==> src/hdl/fbsq_pkg.sv <==
// ----------------------------------------------------------------------------
// Face box square decoder package
// Shared widths, reset values, register indexes, stage payload types and the
// frame size saturation helper.
// ----------------------------------------------------------------------------
package fbsq_pkg;

    // Fixed point and frame geometry.
    localparam int FRAC_BITS     = 16;
    localparam int MAX_FRAME_DIM = 4096;
    localparam int MIN_SIDE      = 16;

    // Field widths.
    localparam int DIM_W   = 13;
    localparam int NORM_W  = 18;
    localparam int SCORE_W = 16;
    localparam int CNT_W   = 8;
    localparam int PIX_W   = 14;
    localparam int GEO_W   = 16;
    localparam int HALF_W  = 12;
    localparam int PROD_W  = NORM_W + DIM_W + 1;

    // Reciprocal of five with 16 fraction bits, exact for the doubled side.
    localparam int RECIP_SHIFT = 16;
    localparam int RECIP_5     = 13108;

    // Square fitting widths: corner sum, four times the extent, reciprocal
    // product and the doubled extent.
    localparam int SUM_W = PIX_W + 1;
    localparam int M4_W  = GEO_W + 2;
    localparam int MUL_W = RECIP_SHIFT + HALF_W;
    localparam int TWO_W = PIX_W;

    // Configuration port.
    localparam int DATA_W = 32;
    localparam int ADDR_W = 4;

    localparam logic [DIM_W-1:0]   RST_FRAME_WIDTH     = DIM_W'(640);
    localparam logic [DIM_W-1:0]   RST_FRAME_HEIGHT    = DIM_W'(480);
    localparam logic [SCORE_W-1:0] RST_SCORE_THRESHOLD = SCORE_W'(45875);
    localparam logic [CNT_W-1:0]   RST_MAX_FACES       = CNT_W'(16);

    typedef enum logic [1:0] {
        REG_FRAME_WIDTH     = 2'd0,
        REG_FRAME_HEIGHT    = 2'd1,
        REG_SCORE_THRESHOLD = 2'd2,
        REG_MAX_FACES       = 2'd3
    } reg_idx_t;

    typedef struct packed {
        logic [DIM_W-1:0]   frame_width;
        logic [DIM_W-1:0]   frame_height;
        logic [SCORE_W-1:0] score_threshold;
        logic [CNT_W-1:0]   max_faces;
    } cfg_t;

    // Side information that travels with every box.
    typedef struct packed {
        logic             kept;
        logic [CNT_W-1:0] total;
        logic             eof;
    } meta_t;

    typedef struct packed {
        meta_t                   meta;
        logic signed [PIX_W-1:0] x1;
        logic signed [PIX_W-1:0] y1;
        logic signed [PIX_W-1:0] x2;
        logic signed [PIX_W-1:0] y2;
    } pix_t;

    typedef struct packed {
        meta_t                   meta;
        logic signed [PIX_W-1:0] cx;
        logic signed [PIX_W-1:0] cy;
        logic signed [GEO_W-1:0] m;
    } geo_t;

    typedef struct packed {
        meta_t                   meta;
        logic signed [PIX_W-1:0] cx;
        logic signed [PIX_W-1:0] cy;
        logic [HALF_W-1:0]       half;
    } half_t;

    // Frame sizes above the supported maximum saturate to it.
    function automatic logic [DIM_W-1:0] sat_dim(input logic [DIM_W-1:0] v);
        if (v > DIM_W'(MAX_FRAME_DIM)) begin
            return DIM_W'(MAX_FRAME_DIM);
        end
        return v;
    endfunction

endpackage

==> src/hdl/fbsq_cfg_regs.sv <==
// ----------------------------------------------------------------------------
// Configuration registers
// APB-style register file holding frame size, score threshold and face limit.
// ----------------------------------------------------------------------------
module fbsq_cfg_regs (
    input  logic                         clk,
    input  logic                         rst_n,
    input  logic                         psel,
    input  logic                         penable,
    input  logic                         pwrite,
    input  logic [fbsq_pkg::ADDR_W-1:0]  paddr,
    input  logic [fbsq_pkg::DATA_W-1:0]  pwdata,
    output logic [fbsq_pkg::DATA_W-1:0]  prdata,
    output logic                         pready,
    output fbsq_pkg::cfg_t               cfg
);

    fbsq_pkg::cfg_t     cfg_reg;
    fbsq_pkg::reg_idx_t idx;
    logic               wr_en;

    assign idx    = fbsq_pkg::reg_idx_t'(paddr[fbsq_pkg::ADDR_W-1:2]);
    assign wr_en  = psel && penable && pwrite;
    assign pready = 1'b1;
    assign cfg    = cfg_reg;

    // Register writes complete in the access phase.
    always_ff @(posedge clk or negedge rst_n)
    begin
        if (!rst_n)
        begin
            cfg_reg.frame_width     <= fbsq_pkg::RST_FRAME_WIDTH;
            cfg_reg.frame_height    <= fbsq_pkg::RST_FRAME_HEIGHT;
            cfg_reg.score_threshold <= fbsq_pkg::RST_SCORE_THRESHOLD;
            cfg_reg.max_faces       <= fbsq_pkg::RST_MAX_FACES;
        end
        else if (wr_en)
        begin
            unique case (idx)
                fbsq_pkg::REG_FRAME_WIDTH:
                    cfg_reg.frame_width <= pwdata[fbsq_pkg::DIM_W-1:0];
                fbsq_pkg::REG_FRAME_HEIGHT:
                    cfg_reg.frame_height <= pwdata[fbsq_pkg::DIM_W-1:0];
                fbsq_pkg::REG_SCORE_THRESHOLD:
                    cfg_reg.score_threshold <= pwdata[fbsq_pkg::SCORE_W-1:0];
                fbsq_pkg::REG_MAX_FACES:
                    cfg_reg.max_faces <= pwdata[fbsq_pkg::CNT_W-1:0];
            endcase
        end
    end

    // Read back the stored value.
    always_comb
    begin
        unique case (idx)
            fbsq_pkg::REG_FRAME_WIDTH:
                prdata = fbsq_pkg::DATA_W'(cfg_reg.frame_width);
            fbsq_pkg::REG_FRAME_HEIGHT:
                prdata = fbsq_pkg::DATA_W'(cfg_reg.frame_height);
            fbsq_pkg::REG_SCORE_THRESHOLD:
                prdata = fbsq_pkg::DATA_W'(cfg_reg.score_threshold);
            fbsq_pkg::REG_MAX_FACES:
                prdata = fbsq_pkg::DATA_W'(cfg_reg.max_faces);
        endcase
    end

endmodule

==> src/hdl/fbsq_front.sv <==
// ----------------------------------------------------------------------------
// Input register, keep decision and pixel scaling
// Registers the incoming box, decides whether it is kept, updates the per
// frame counter and scales the four corners to pixels.
// ----------------------------------------------------------------------------
module fbsq_front (
    input  logic                               clk,
    input  logic                               rst_n,
    input  fbsq_pkg::cfg_t                     cfg,
    input  logic                               in_valid,
    output logic                               in_stall,
    input  logic [fbsq_pkg::SCORE_W-1:0]       score,
    input  logic signed [fbsq_pkg::NORM_W-1:0] x_left_norm,
    input  logic signed [fbsq_pkg::NORM_W-1:0] y_top_norm,
    input  logic signed [fbsq_pkg::NORM_W-1:0] x_right_norm,
    input  logic signed [fbsq_pkg::NORM_W-1:0] y_bottom_norm,
    input  logic                               frame_last,
    output logic                               pix_valid,
    output fbsq_pkg::pix_t                     pix,
    input  logic                               pix_ready
);

    logic                               in_v_reg;
    logic [fbsq_pkg::SCORE_W-1:0]       in_score_reg;
    logic signed [fbsq_pkg::NORM_W-1:0] in_xl_reg;
    logic signed [fbsq_pkg::NORM_W-1:0] in_yt_reg;
    logic signed [fbsq_pkg::NORM_W-1:0] in_xr_reg;
    logic signed [fbsq_pkg::NORM_W-1:0] in_yb_reg;
    logic                               in_last_reg;
    logic                               pix_v_reg;
    fbsq_pkg::pix_t                     pix_reg;
    fbsq_pkg::pix_t                     pix_next;
    logic [fbsq_pkg::CNT_W-1:0]         cnt_reg;
    logic [fbsq_pkg::CNT_W-1:0]         cnt_next;
    logic [fbsq_pkg::CNT_W-1:0]         total;
    logic [fbsq_pkg::DIM_W-1:0]         dim_w;
    logic [fbsq_pkg::DIM_W-1:0]         dim_h;
    logic                               keep;
    logic                               in_ready;
    logic                               pix_ready_int;
    logic                               adv;

    // Normalized coordinate times frame size, truncated toward zero.
    function automatic logic signed [fbsq_pkg::PIX_W-1:0] to_pixel(
        input logic signed [fbsq_pkg::NORM_W-1:0] n,
        input logic [fbsq_pkg::DIM_W-1:0]         d
    );
        logic signed [fbsq_pkg::PROD_W-1:0] p;
        p = fbsq_pkg::PROD_W'(n) * $signed({1'b0, d});
        if (p < 0)
        begin
            p = p + fbsq_pkg::PROD_W'((1 << fbsq_pkg::FRAC_BITS) - 1);
        end
        return p[fbsq_pkg::FRAC_BITS+fbsq_pkg::PIX_W-1:fbsq_pkg::FRAC_BITS];
    endfunction

    // Handshake: the input register empties whenever the pixel stage can take it.
    assign pix_ready_int = !pix_v_reg || pix_ready;
    assign adv           = in_v_reg && pix_ready_int;
    assign in_ready      = !in_v_reg || pix_ready_int;
    assign in_stall      = !in_ready;
    assign pix_valid     = pix_v_reg;
    assign pix           = pix_reg;

    // Keep decision and frame counter update.
    assign keep  = (in_score_reg > cfg.score_threshold) && (cnt_reg < cfg.max_faces);
    assign total = cnt_reg + fbsq_pkg::CNT_W'(keep);

    always_comb
    begin
        cnt_next = cnt_reg;
        if (adv)
        begin
            cnt_next = in_last_reg ? '0 : total;
        end
    end

    // Corner scaling.
    assign dim_w = fbsq_pkg::sat_dim(cfg.frame_width);
    assign dim_h = fbsq_pkg::sat_dim(cfg.frame_height);

    always_comb
    begin
        pix_next.meta.kept  = keep;
        pix_next.meta.total = total;
        pix_next.meta.eof   = in_last_reg;
        pix_next.x1         = to_pixel(in_xl_reg, dim_w);
        pix_next.y1         = to_pixel(in_yt_reg, dim_h);
        pix_next.x2         = to_pixel(in_xr_reg, dim_w);
        pix_next.y2         = to_pixel(in_yb_reg, dim_h);
    end

    // Control registers.
    always_ff @(posedge clk or negedge rst_n)
    begin
        if (!rst_n)
        begin
            in_v_reg  <= 1'b0;
            pix_v_reg <= 1'b0;
            cnt_reg   <= '0;
        end
        else
        begin
            if (in_ready)
            begin
                in_v_reg <= in_valid;
            end
            if (pix_ready_int)
            begin
                pix_v_reg <= in_v_reg;
            end
            cnt_reg <= cnt_next;
        end
    end

    // Payload registers.
    always_ff @(posedge clk)
    begin
        if (in_ready && in_valid)
        begin
            in_score_reg <= score;
            in_xl_reg    <= x_left_norm;
            in_yt_reg    <= y_top_norm;
            in_xr_reg    <= x_right_norm;
            in_yb_reg    <= y_bottom_norm;
            in_last_reg  <= frame_last;
        end
        if (adv)
        begin
            pix_reg <= pix_next;
        end
    end

`ifndef SYNTHESIS
    // The counter starts over after the last box of a frame.
    a_cnt_clear: assert property (@(posedge clk) disable iff (!rst_n)
        (adv && in_last_reg) |=> (cnt_reg == '0))
        else $error("kept counter not cleared after end of frame");

    // The counter only moves when a box leaves the input register.
    a_cnt_hold: assert property (@(posedge clk) disable iff (!rst_n)
        !adv |=> $stable(cnt_reg))
        else $error("kept counter changed without a box");

    // A kept box always counts itself.
    a_total_nz: assert property (@(posedge clk) disable iff (!rst_n)
        (pix_v_reg && pix_reg.meta.kept) |-> (pix_reg.meta.total != '0))
        else $error("kept box with zero face total");
`endif

endmodule

==> src/hdl/fbsq_square.sv <==
// ----------------------------------------------------------------------------
// Square fitting stages
// Box geometry, half side selection and frame clamp, one register stage each,
// ending in the result register.
// ----------------------------------------------------------------------------
module fbsq_square (
    input  logic                             clk,
    input  logic                             rst_n,
    input  fbsq_pkg::cfg_t                   cfg,
    input  logic                             pix_valid,
    input  fbsq_pkg::pix_t                   pix,
    output logic                             pix_ready,
    output logic                             out_valid,
    input  logic                             out_stall,
    output logic                             kept,
    output logic [fbsq_pkg::DIM_W-1:0]       sq_left,
    output logic [fbsq_pkg::DIM_W-1:0]       sq_top,
    output logic [fbsq_pkg::DIM_W-1:0]       sq_right,
    output logic [fbsq_pkg::DIM_W-1:0]       sq_bottom,
    output logic [fbsq_pkg::CNT_W-1:0]       face_total,
    output logic                             end_of_frame
);

    logic                              geo_v_reg;
    fbsq_pkg::geo_t                    geo_reg;
    fbsq_pkg::geo_t                    geo_next;
    logic                              half_v_reg;
    fbsq_pkg::half_t                   half_reg;
    fbsq_pkg::half_t                   half_next;
    logic                              res_v_reg;
    logic                              res_kept_reg;
    logic [fbsq_pkg::DIM_W-1:0]        res_left_reg;
    logic [fbsq_pkg::DIM_W-1:0]        res_top_reg;
    logic [fbsq_pkg::DIM_W-1:0]        res_right_reg;
    logic [fbsq_pkg::DIM_W-1:0]        res_bottom_reg;
    logic [fbsq_pkg::CNT_W-1:0]        res_total_reg;
    logic                              res_eof_reg;
    logic [fbsq_pkg::DIM_W-1:0]        left_next;
    logic [fbsq_pkg::DIM_W-1:0]        top_next;
    logic [fbsq_pkg::DIM_W-1:0]        right_next;
    logic [fbsq_pkg::DIM_W-1:0]        bottom_next;
    logic [fbsq_pkg::DIM_W-1:0]        dim_w;
    logic [fbsq_pkg::DIM_W-1:0]        dim_h;
    logic [fbsq_pkg::DIM_W-1:0]        dim_min;
    logic                              geo_ready;
    logic                              half_ready;
    logic                              res_ready;

    // Truncating halving of a signed sum.
    function automatic logic signed [fbsq_pkg::PIX_W-1:0] mid(
        input logic signed [fbsq_pkg::PIX_W-1:0] a,
        input logic signed [fbsq_pkg::PIX_W-1:0] b
    );
        logic signed [fbsq_pkg::SUM_W-1:0] s;
        s = fbsq_pkg::SUM_W'(a) + fbsq_pkg::SUM_W'(b);
        s = s + fbsq_pkg::SUM_W'(s[fbsq_pkg::SUM_W-1]);
        return s[fbsq_pkg::SUM_W-1:1];
    endfunction

    // Move a center so that the square lies inside [0, dim).
    function automatic logic signed [fbsq_pkg::GEO_W-1:0] clamp_center(
        input logic signed [fbsq_pkg::PIX_W-1:0] c,
        input logic [fbsq_pkg::HALF_W-1:0]       h,
        input logic [fbsq_pkg::DIM_W-1:0]        d
    );
        logic signed [fbsq_pkg::GEO_W-1:0] ce;
        logic signed [fbsq_pkg::GEO_W-1:0] he;
        logic signed [fbsq_pkg::GEO_W-1:0] de;
        ce = fbsq_pkg::GEO_W'(c);
        he = $signed(fbsq_pkg::GEO_W'(h));
        de = $signed(fbsq_pkg::GEO_W'(d));
        if (ce + he >= de)
        begin
            ce = de - he - fbsq_pkg::GEO_W'(1);
        end
        if (ce - he < 0)
        begin
            ce = he;
        end
        return ce;
    endfunction

    // Stage handshakes: each register refills when empty or when it drains.
    assign res_ready  = !res_v_reg || !out_stall;
    assign half_ready = !half_v_reg || res_ready;
    assign geo_ready  = !geo_v_reg || half_ready;
    assign pix_ready  = geo_ready;

    assign dim_w   = fbsq_pkg::sat_dim(cfg.frame_width);
    assign dim_h   = fbsq_pkg::sat_dim(cfg.frame_height);
    assign dim_min = (dim_w < dim_h) ? dim_w : dim_h;

    // Geometry: width, height, larger extent and center.
    always_comb
    begin
        logic signed [fbsq_pkg::GEO_W-1:0] bw;
        logic signed [fbsq_pkg::GEO_W-1:0] bh;
        bw = fbsq_pkg::GEO_W'(pix.x2) - fbsq_pkg::GEO_W'(pix.x1) + fbsq_pkg::GEO_W'(1);
        bh = fbsq_pkg::GEO_W'(pix.y2) - fbsq_pkg::GEO_W'(pix.y1) + fbsq_pkg::GEO_W'(1);
        geo_next.meta = pix.meta;
        geo_next.cx   = mid(pix.x1, pix.x2);
        geo_next.cy   = mid(pix.y1, pix.y2);
        geo_next.m    = (bw > bh) ? bw : bh;
    end

    // Half side: capped by the frame, floored at the minimum, else 2m/5.
    always_comb
    begin
        logic signed [fbsq_pkg::M4_W-1:0] m4;
        logic signed [fbsq_pkg::M4_W-1:0] cap5;
        logic [fbsq_pkg::TWO_W-1:0]       twom;
        logic [fbsq_pkg::MUL_W-1:0]       prod;
        m4   = fbsq_pkg::M4_W'(geo_reg.m) <<< 2;
        cap5 = $signed(fbsq_pkg::M4_W'(dim_min) + (fbsq_pkg::M4_W'(dim_min) << 2));
        twom = {geo_reg.m[fbsq_pkg::TWO_W-2:0], 1'b0};
        prod = fbsq_pkg::MUL_W'(twom) * fbsq_pkg::MUL_W'(fbsq_pkg::RECIP_5);
        half_next.meta = geo_reg.meta;
        half_next.cx   = geo_reg.cx;
        half_next.cy   = geo_reg.cy;
        priority if (m4 > cap5)
        begin
            if (dim_min < fbsq_pkg::DIM_W'(fbsq_pkg::MIN_SIDE))
            begin
                half_next.half = fbsq_pkg::HALF_W'(fbsq_pkg::MIN_SIDE / 2);
            end
            else
            begin
                half_next.half = dim_min[fbsq_pkg::DIM_W-1:1];
            end
        end
        else if (m4 < fbsq_pkg::M4_W'(5 * fbsq_pkg::MIN_SIDE))
        begin
            half_next.half = fbsq_pkg::HALF_W'(fbsq_pkg::MIN_SIDE / 2);
        end
        else
        begin
            half_next.half = prod[fbsq_pkg::MUL_W-1:fbsq_pkg::RECIP_SHIFT];
        end
    end

    // Frame clamp and corner output; dropped boxes give zero corners.
    always_comb
    begin
        logic signed [fbsq_pkg::GEO_W-1:0] cxc;
        logic signed [fbsq_pkg::GEO_W-1:0] cyc;
        logic signed [fbsq_pkg::GEO_W-1:0] he;
        logic signed [fbsq_pkg::GEO_W-1:0] l;
        logic signed [fbsq_pkg::GEO_W-1:0] t;
        logic signed [fbsq_pkg::GEO_W-1:0] r;
        logic signed [fbsq_pkg::GEO_W-1:0] b;
        cxc = clamp_center(half_reg.cx, half_reg.half, dim_w);
        cyc = clamp_center(half_reg.cy, half_reg.half, dim_h);
        he  = $signed(fbsq_pkg::GEO_W'(half_reg.half));
        l   = cxc - he;
        t   = cyc - he;
        r   = cxc + he;
        b   = cyc + he;
        if (half_reg.meta.kept)
        begin
            left_next   = l[fbsq_pkg::DIM_W-1:0];
            top_next    = t[fbsq_pkg::DIM_W-1:0];
            right_next  = r[fbsq_pkg::DIM_W-1:0];
            bottom_next = b[fbsq_pkg::DIM_W-1:0];
        end
        else
        begin
            left_next   = '0;
            top_next    = '0;
            right_next  = '0;
            bottom_next = '0;
        end
    end

    // Stage valid flags.
    always_ff @(posedge clk or negedge rst_n)
    begin
        if (!rst_n)
        begin
            geo_v_reg  <= 1'b0;
            half_v_reg <= 1'b0;
            res_v_reg  <= 1'b0;
        end
        else
        begin
            if (geo_ready)
            begin
                geo_v_reg <= pix_valid;
            end
            if (half_ready)
            begin
                half_v_reg <= geo_v_reg;
            end
            if (res_ready)
            begin
                res_v_reg <= half_v_reg;
            end
        end
    end

    // Stage payloads.
    always_ff @(posedge clk)
    begin
        if (geo_ready && pix_valid)
        begin
            geo_reg <= geo_next;
        end
        if (half_ready && geo_v_reg)
        begin
            half_reg <= half_next;
        end
        if (res_ready && half_v_reg)
        begin
            res_kept_reg   <= half_reg.meta.kept;
            res_left_reg   <= left_next;
            res_top_reg    <= top_next;
            res_right_reg  <= right_next;
            res_bottom_reg <= bottom_next;
            res_total_reg  <= half_reg.meta.total;
            res_eof_reg    <= half_reg.meta.eof;
        end
    end

    assign out_valid    = res_v_reg;
    assign kept         = res_kept_reg;
    assign sq_left      = res_left_reg;
    assign sq_top       = res_top_reg;
    assign sq_right     = res_right_reg;
    assign sq_bottom    = res_bottom_reg;
    assign face_total   = res_total_reg;
    assign end_of_frame = res_eof_reg;

`ifndef SYNTHESIS
    // A dropped box carries no square.
    a_drop_zero: assert property (@(posedge clk) disable iff (!rst_n)
        (res_v_reg && !res_kept_reg) |->
            (res_left_reg == '0 && res_top_reg == '0 &&
             res_right_reg == '0 && res_bottom_reg == '0))
        else $error("dropped box with nonzero corners");

    // The side of a kept square is twice the half side, so always even.
    a_side_even: assert property (@(posedge clk) disable iff (!rst_n)
        (res_v_reg && res_kept_reg) |-> (res_right_reg[0] == res_left_reg[0]))
        else $error("square side is odd");

    // Width and height of a kept square agree.
    a_square: assert property (@(posedge clk) disable iff (!rst_n)
        (res_v_reg && res_kept_reg) |->
            ((res_right_reg - res_left_reg) == (res_bottom_reg - res_top_reg)))
        else $error("result is not square");
`endif

endmodule

==> src/hdl/face_box_square_decoder.sv <==
// Throughput: one box per cycle while out_stall is low; every box gives
// exactly one result.
// Five register stages (input, pixel scaling, geometry, half side, result)
// stall together from the output backward, one slot per stage.
// Reset (rst_n, asynchronous, active low) empties the pipeline, clears the
// per frame kept counter and loads the default configuration.
// ----------------------------------------------------------------------------
// Face box square decoder
// Filters detector boxes by score and per frame count, scales them to pixels
// and turns each kept box into a square clamped into the frame.
// ----------------------------------------------------------------------------
module face_box_square_decoder (
    input  logic                               clk,
    input  logic                               rst_n,
    input  logic                               psel,
    input  logic                               penable,
    input  logic                               pwrite,
    input  logic [fbsq_pkg::ADDR_W-1:0]        paddr,
    input  logic [fbsq_pkg::DATA_W-1:0]        pwdata,
    output logic [fbsq_pkg::DATA_W-1:0]        prdata,
    output logic                               pready,
    input  logic                               in_valid,
    output logic                               in_stall,
    input  logic [fbsq_pkg::SCORE_W-1:0]       score,
    input  logic signed [fbsq_pkg::NORM_W-1:0] x_left_norm,
    input  logic signed [fbsq_pkg::NORM_W-1:0] y_top_norm,
    input  logic signed [fbsq_pkg::NORM_W-1:0] x_right_norm,
    input  logic signed [fbsq_pkg::NORM_W-1:0] y_bottom_norm,
    input  logic                               frame_last,
    output logic                               out_valid,
    input  logic                               out_stall,
    output logic                               kept,
    output logic [fbsq_pkg::DIM_W-1:0]         sq_left,
    output logic [fbsq_pkg::DIM_W-1:0]         sq_top,
    output logic [fbsq_pkg::DIM_W-1:0]         sq_right,
    output logic [fbsq_pkg::DIM_W-1:0]         sq_bottom,
    output logic [fbsq_pkg::CNT_W-1:0]         face_total,
    output logic                               end_of_frame
);

    fbsq_pkg::cfg_t cfg;
    fbsq_pkg::pix_t pix;
    logic           pix_valid;
    logic           pix_ready;

    // Configuration registers.
    fbsq_cfg_regs u_cfg (
        .clk     (clk),
        .rst_n   (rst_n),
        .psel    (psel),
        .penable (penable),
        .pwrite  (pwrite),
        .paddr   (paddr),
        .pwdata  (pwdata),
        .prdata  (prdata),
        .pready  (pready),
        .cfg     (cfg)
    );

    // Input register, keep decision and pixel scaling.
    fbsq_front u_front (
        .clk           (clk),
        .rst_n         (rst_n),
        .cfg           (cfg),
        .in_valid      (in_valid),
        .in_stall      (in_stall),
        .score         (score),
        .x_left_norm   (x_left_norm),
        .y_top_norm    (y_top_norm),
        .x_right_norm  (x_right_norm),
        .y_bottom_norm (y_bottom_norm),
        .frame_last    (frame_last),
        .pix_valid     (pix_valid),
        .pix           (pix),
        .pix_ready     (pix_ready)
    );

    // Square fitting and result register.
    fbsq_square u_square (
        .clk          (clk),
        .rst_n        (rst_n),
        .cfg          (cfg),
        .pix_valid    (pix_valid),
        .pix          (pix),
        .pix_ready    (pix_ready),
        .out_valid    (out_valid),
        .out_stall    (out_stall),
        .kept         (kept),
        .sq_left      (sq_left),
        .sq_top       (sq_top),
        .sq_right     (sq_right),
        .sq_bottom    (sq_bottom),
        .face_total   (face_total),
        .end_of_frame (end_of_frame)
    );

endmodule

==> config.mk <==
export PLATFORM = sky130hd
export DESIGN_NAME = face_box_square_decoder
export DESIGN_NICKNAME = d
export VERILOG_FILES = /design/src/hdl/fbsq_pkg.sv /design/src/hdl/fbsq_cfg_regs.sv /design/src/hdl/fbsq_front.sv /design/src/hdl/fbsq_square.sv /design/src/hdl/face_box_square_decoder.sv
export SDC_FILE = /design/constraint.sdc
export NUM_CORES = 2
export LEC_CHECK = 0
export BUFFER_PORTS_ARGS = -buffer_cell sky130_fd_sc_hd__buf_4
export CORE_ASPECT_RATIO = 2
export CORE_MARGIN = 2
export CORE_UTILIZATION = 45
export CTS_CLUSTER_SIZE = 28
export DETAILED_ROUTE_END_ITERATION = 12
export PLACE_DENSITY = 0.66
export SLEW_MARGIN = 10
export SYNTH_ARGS = -nofsm -noshare
export SYNTH_HDL_FRONTEND = slang
export SYNTH_HIERARCHICAL = 1
export SYNTH_SLANG_ARGS = --single-unit
==> constraint.sdc <==
create_clock -name clk -period 22.4 [get_ports clk]
set_clock_uncertainty 0.15 [all_clocks]
set_input_delay 2.24 -clock clk [delete_from_list [all_inputs] [get_ports clk]]
set_output_delay 2.24 -clock clk [all_outputs]
set_load 0.03 [all_outputs]
### Word-level counts from Yosys, hierarchy flattened

Index checks and enable logic that the tools add are counted.

| word-level totals | value |
|---|---|
| bits in registers | 384 |
| bits in latches | 0 |
| RAM bits | 0 |
| memory bits (read-only) | 0 |
| input bits | 132 |
| output and inout bits | 97 |
| logic and storage cells | 139 |
| memories | 0 |

| cells by class | value |
|---|---|
| $add $sub $neg | 26 |
| $mul | 5 |
| divide/modulo/power cells | 0 |
| order comparisons | 17 |
| equal/unequal tests | 3 |
| shift-type cells | 0 |
| mux-type cells | 21 |
| bitwise gates (word level) | 0 |
| reductions and logical operators | 25 |

Operator list:

| kind | number |
|---|---|
| $lt A32 B1 Y1 const B | 6 |
| $mul A18 B14 Y32 | 4 |
| $pmux W32 S4 | 1 |
| $add A30 B17 Y30 const B | 4 |
| $mux W30 | 4 |
| $mux W13 | 7 |
| $mux W16 | 3 |
| $mux W12 | 3 |
| $sub A16 B13 Y17 | 2 |
| $add A16 B2 Y16 const B | 2 |
| $ge A16 B14 Y1 | 2 |
| $gt A16 B16 Y1 | 2 |
| $sub A16 B2 Y16 const B | 2 |
| $add A14 B13 Y15 | 2 |
| $add A14 B14 Y15 | 2 |
| $add A15 B1 Y15 | 2 |
| $sub A14 B14 Y15 | 2 |
| $sub A13 B12 Y14 | 2 |
| $add A13 B13 Y13 | 2 |
| $gt A13 B13 Y1 const B | 2 |
| $sub A13 B13 Y13 | 2 |
| $mul A13 B12 Y25 const B | 1 |
| $gt A18 B18 Y1 | 1 |
| $lt A18 B8 Y1 const B | 1 |
| other kinds (14) | 36 |

### Depth between registers and ports, before layout

| logic depth | value |
|---|---|
| word-level depth | 10 |
| depth in mapped cells | 43 |
| gate-level depth less buffers | 41 |

### Cells and area by module

Netlist, hierarchy kept.

Modules (own cells, without submodules):

| module | instances | cells an instance | area an instance (um^2) | seq. area each (um^2) |
|---|---|---|---|---|
| fbsq_front | 1 | 4,758 | 43,922.1 | 4,904.7 |
| fbsq_square | 1 | 2,125 | 20,038.0 | 4,999.8 |
| fbsq_cfg_regs | 1 | 160 | 2,432.3 | 1,271.2 |

### Worst setup path after synthesis

OpenSTA, ideal clock, no wires.

| timing | value |
|---|---|
| path type | register -> register |
| from | register u_square/half_reg[1] (netlist name) |
| to | register u_square.res_left_reg (netlist bit u_square/sq_left[12]), data pin |
| library setup time | 255 ps |
| arrival time | 7,960 ps |
| required time | 21,995 ps |
| setup slack | 14,036 ps |
| stages on the path, launching flop included | 41 |
| path buffers | 3 |
| period minus slack after synthesis | 8,364 ps |
| path through | edfxtp_1 inv_1 fa_1 nor2b_1 o31a_1 o21ai_0 nand2b_1 a21o_1 a21oi_1 xnor2_1 ha_1 nand4_1 nor2_1 o311a_1 nor4_1 a211oi_1 clkbuf_1 clkbuf_1 [5 not listed] o21ai_0 nor4_1 a21oi_2 buf_2 mux2i_1 ha_1 inv_1 fa_1 a21o_1 a21oi_1 o21ai_0 a21oi_1 o21ai_0 nand2_1 a21oi_1 o41ai_1 xor2_1 and2_1 |

| on the way | value |
|---|---|
| longest elaborated chain between the ends | 7 |
| elaborated cells on any way between the ends | 9 |
| those cells by class | 5 x add/sub; 2 x order compare; 2 x mux |

Ends and longest elaborated chain:

| element | RTL line | source |
|---|---|---|
| start: declaration | fbsq_square.sv:28 | `fbsq_pkg::half_t half_reg;` |
| start signal: assignment | fbsq_square.sv:209 | `half_reg <= half_next;` |
| $sub A13 B12 Y14 / $add A14 B13 Y15 (equally long branches) | fbsq_square.sv:74, fbsq_square.sv:72 |  |
| $sub A16 B2 Y16 / $ge A16 B14 Y1 (equally long branches) | fbsq_square.sv:74, fbsq_square.sv:72 |  |
| $mux W16 | fbsq_square.sv:72 | `if (ce + he >= de)` |
| $sub A16 B13 Y17 | fbsq_square.sv:76 | `if (ce - he < 0)` |
| $lt A32 B1 Y1 | fbsq_square.sv:76 |  |
| $mux W13 | fbsq_square.sv:76 |  |
| $sub A13 B13 Y13 * | fbsq_square.sv:154 | `l = cxc - he;` |
| end signal: assignment | fbsq_square.sv:214 | `res_left_reg <= left_next;` |
| end: declaration | fbsq_square.sv:32 | `logic [fbsq_pkg::DIM_W-1:0] res_left_reg;` |

Mark *: on every way between the ends. The rest lies on a longest branch, timed or not.
A chain may end at the register's enable or synchronous reset.

### Worst setup path in the final report

| timing | value |
|---|---|
| from | register u_square/half_reg[1] (netlist name) |
| to | register u_square.res_right_reg (netlist bit u_square/sq_right[11]), data pin |

| on the way | value |
|---|---|
| longest elaborated chain between the ends | 7 |
| elaborated cells on any way between the ends | 9 |
| those cells by class | 5 x add/sub; 2 x order compare; 2 x mux |

Ends and longest elaborated chain:

| element | RTL line | source |
|---|---|---|
| $sub A13 B12 Y14 / $add A14 B13 Y15 (equally long branches) | fbsq_square.sv:74, fbsq_square.sv:72 |  |
| $sub A16 B2 Y16 / $ge A16 B14 Y1 (equally long branches) | fbsq_square.sv:74, fbsq_square.sv:72 |  |
| $mux W16 | fbsq_square.sv:72 |  |
| $sub A16 B13 Y17 | fbsq_square.sv:76 |  |
| $lt A32 B1 Y1 | fbsq_square.sv:76 |  |
| $mux W13 | fbsq_square.sv:76 |  |
| $add A13 B13 Y13 * | fbsq_square.sv:156 | `r = cxc + he;` |
| end signal: assignment | fbsq_square.sv:216 | `res_right_reg <= right_next;` |
| end: declaration | fbsq_square.sv:34 | `logic [fbsq_pkg::DIM_W-1:0] res_right_reg;` |

Marked as above.

==> summary by stage <==
Synthesis
Averaged over all synthesized cells, the footprint is around 9.4 um2. The sequential-to-total area share from yosys stat is 16.8%. The Yosys step of the flow raised 6 warnings. The number of distinct standard cells referenced by the synthesized netlist is 112. The synthesized design contains 319 enable-type register cells.

The mapped netlist covers about 0.066 mm2. The primary flip-flop cell chosen by synthesis mapping is edfxtp_1. The synthesized design contains 382 register bits. Synthesis produced a netlist whose cell count is between 7000 and 8000.

After synthesis, the share of flip-flops with an asynchronous set or reset is between 15 and 20%.

Routing
Wires add up to 183000 um. The pre-antenna-repair detailed-routing pass consisted of 6 iterations. The detail-routed net length per standard cell is ~20 um.

The ratio of routed vias to standard cells is around 5.5. The number of nets still failing antenna checks after routing is 0. In this run, the number of DRC markers left after iteration 0 of detailed routing was 2138.

Detailed routing inserted a total of about 49000 vias. The DRC violation count after routing is 0.

Timing
Measured against its own limit, the worst slew margin works out to between 15 and 20%. The max-slew violation total from the final report was 0. Summed over all failing endpoints, the final setup total negative slack is 0 ps. The upper clock frequency limit is 0.103 GHz. The final setup violation count is 0. The final number of hold-violating endpoints is 0. For the pin with the worst max-slew slack, the measured transition is around 1300 ps.

In the finished design, the share of the clock period the worst path needs comes to 43.2%. The worst path needs between 9000 and 10000 ps of the cycle, external delays included. Setup repair after global routing left no endpoint under its margin.

CTS
The number of gates resized after CTS is 0. TritonCTS built the clock tree. After clock tree synthesis, the clock-pin slew on the worst setup and hold paths is about 70 ps. The level count of the clock H-tree is 2. Once the clock tree was built, the setup fixing pass inserted 0 buffers. After clock tree synthesis, the flow added hold-fix buffers numbering 0.

The maximum buffer depth of the clock tree is 3. The tree is rooted in a clkbuf_16. The clock reaches the later pin of the worst-skew pair after between 600 and 700 ps. TritonCTS created 40 clock buffers.

The sink count of the clock tree is roughly 380.

Run status
The flow ran to the end, and the final reports show no timing, DRC or antenna violations.

Setup path
The critical path starts at u_square/half_reg[1]$_DFFE_PP_. The endpoint class of the critical path is a register. The most critical setup path has its endpoint at u_square/sq_right[11]$_SDFFCE_PN0P_. On the worst path, the slowest cell contributes a delay of about 680 ps. Counting stages on the worst path, the most repeated cell is a21oi_1.

Along the worst path, the maximum fanout reaches 22. The endpoint required time on the critical path is around 23000 ps. The highest-delay cell along the critical path is nor4_1. The critical path is of the reg2reg type. The startpoint type of the worst setup path is a register. The depth of the most critical reg-to-reg path is 38.

In this run the critical register-to-register path is captured at u_square/sq_right[11]$_SDFFCE_PN0P_. The setup slack of the worst register-to-register path is around 13000 ps. The arrival time of the worst setup path is between 9000 and 10000 ps. The worst reg2reg path startpoint is u_square/half_reg[1]$_DFFE_PP_.

Cells and area
The post-route netlist has between 7 and 8% of its cells at a drive strength greater than 1. From synthesis to final layout, the design area changed by 7.11%. The register with the most flip-flops in the layout has 66 of them.

Counting the fill cells in the layout gives between 10000 and 15000. The number of nets in the final layout is ~8900.

Floorplan
The full die area is around 0.15 mm2. The floorplan step set the die width to between 200 and 300 um. The starting utilization of the core area is between 40% and 50%. The height of the die is ~550 um. In this run the core area contains just under 200 standard-cell rows. In this run the standard cell core region covers 0.147 mm2. For this design the top-level I/O count stands at between 200 and 250.

Global routing
The number of antenna violations at the first check in global routing came to 11. In the global route stage, overall resource usage came out at around a quarter. The first global-routing pass estimated 289000 um of wire.

Global routing finished with a remaining overflow of 0. The maximum number of pins on one net before global-route repair is 64. The via count of the first global-routing pass is 54400.

Placed design
The global placement routability congestion is 0.967. The HPWL reported at the end of detailed placement is ~150000 um. The number of buffer cells added on primary ports is 193.

Worst hold path
The class of the most critical hold timing path is reg2reg.

Job
The number of maximum-capacitance constraint violations is 0.
routing by layer:
layer / share of wire (%) / track usage, % / up-vias
li1: - / - / 22700
met1: 34 / 24.6 / 25000
met2: 55 / 48.1 / 1272
met3: 3.8 / 2.98 / 526
met4: 6.7 / 15.2 / 14
met5: 0.050 / 0 / -
cells by family after synthesis:
| logic type | Yosys count | share of synthesized area, % |
|---|---|---|
| simple gates | 1940 | 15.1 |
| fa+ha+maj | 1668 | 42.2 |
| buf+inv | 1645 | 9.56 |
| compound gates | 945 | 9.47 |
| flops | 382 | 16.8 |
| xor+xnor | 323 | 4.28 |
| mux | 137 | 2.49 |
| other cells | 3 | 0.0170 |
how the worst min path moves through the flow:
stage          cells after the start                            start                         endpoint  slack (ps)
2_1_floorplan                      0  u_square/half_reg[40]$_DFFE_PP_  u_square/end_of_frame$_DFFE_PP_         250
3_5_place_dp                       0        u_front/pix[65]$_DFFE_PP_   u_square/geo_reg[53]$_DFFE_PP_         250
6_report                           0   u_square/geo_reg[31]$_DFFE_PP_  u_square/half_reg[27]$_DFFE_PP_         270
3_3_place_gp                       0   u_square/geo_reg[26]$_DFFE_PP_  u_square/half_reg[22]$_DFFE_PP_         250
5_1_grt                            0   u_square/geo_reg[39]$_DFFE_PP_  u_square/half_reg[35]$_DFFE_PP_         280
4_1_cts                            0   u_square/geo_reg[31]$_DFFE_PP_  u_square/half_reg[27]$_DFFE_PP_         270
synth_stat cells (54+ instances only):
| cell type | count | share of area [%] |
|---|---|---|
| a21o_1 | 94 | 1.1 |
| a21oi_1 | 268 | 2.0 |
| and2_1 | 599 | 5.6 |
| clkbuf_1 | 212 | 1.2 |
| edfxtp_1 | 319 | 14 |
| fa_1 | 952 | 29 |
| ha_1 | 716 | 13 |
| inv_1 | 1388 | 7.8 |
| mux2_2 | 72 | 1.2 |
| nand2_1 | 618 | 3.5 |
| nand3_1 | 69 | 0.52 |
| nand4_1 | 54 | 0.51 |
| nor2_1 | 221 | 1.2 |
| nor2b_1 | 69 | 0.65 |
| nor3_1 | 87 | 0.66 |
| o21a_1 | 59 | 0.67 |
| o21ai_0 | 185 | 1.4 |
| xnor2_1 | 212 | 2.8 |
| xor2_1 | 110 | 1.5 |
worst max-delay path, delay by kind of cell, from the launching register on:
family          cells  cell delay [ps]
compound gates     18             3950
simple gates       10             1980
fa+ha+maj           4             1190
buf+inv             4             1140
mux                 1              450
flops               1              350
xor+xnor            1              230
layout make-up:
cell class	instances	area, um2	area share (%)
flip-flops and latches	382	11200	15.7
diodes	6	15.0	0.0211
repair buffers	245	1840	2.59
clock buffers	48	1040	1.46
multi-input cells	5031	49000	69.0
clock inverters	26	395	0.556
well taps	1909	2390	3.36
inverters	1388	5210	7.33
metrics by stage:
stage	cells	setup WS (ps)	utilization, %	hold slack (ps)	instance area (um2)
6_report	9035	12720	48.5	269	71100
5_1_grt	9030	11910	48.5	277	71100
4_1_cts	9029	12720	48.5	269	71100
3_5_place_dp	8955	12710	47.5	255	69700
3_3_place_gp	8955	12780	47.5	254	69700
2_1_floorplan	7058	14040	-	250	66400
cell usage in the layout (no fill, tap or decap), types with 110 or more instances in the layout:
cell type	synthesis	routed
and2_1	599	596
nand2_1	618	618
fa_1	952	952
buf_4	21	245
o21ai_0	185	185
nor2_1	221	221
edfxtp_1	319	319
inv_1	1388	1387
xor2_1	110	110
xnor2_1	212	212
a21oi_1	268	268
ha_1	716	716
Power is left out: the tool's default activity adds up to more than one toggle a clock period on the data nets, which glitch-free logic cannot reach.
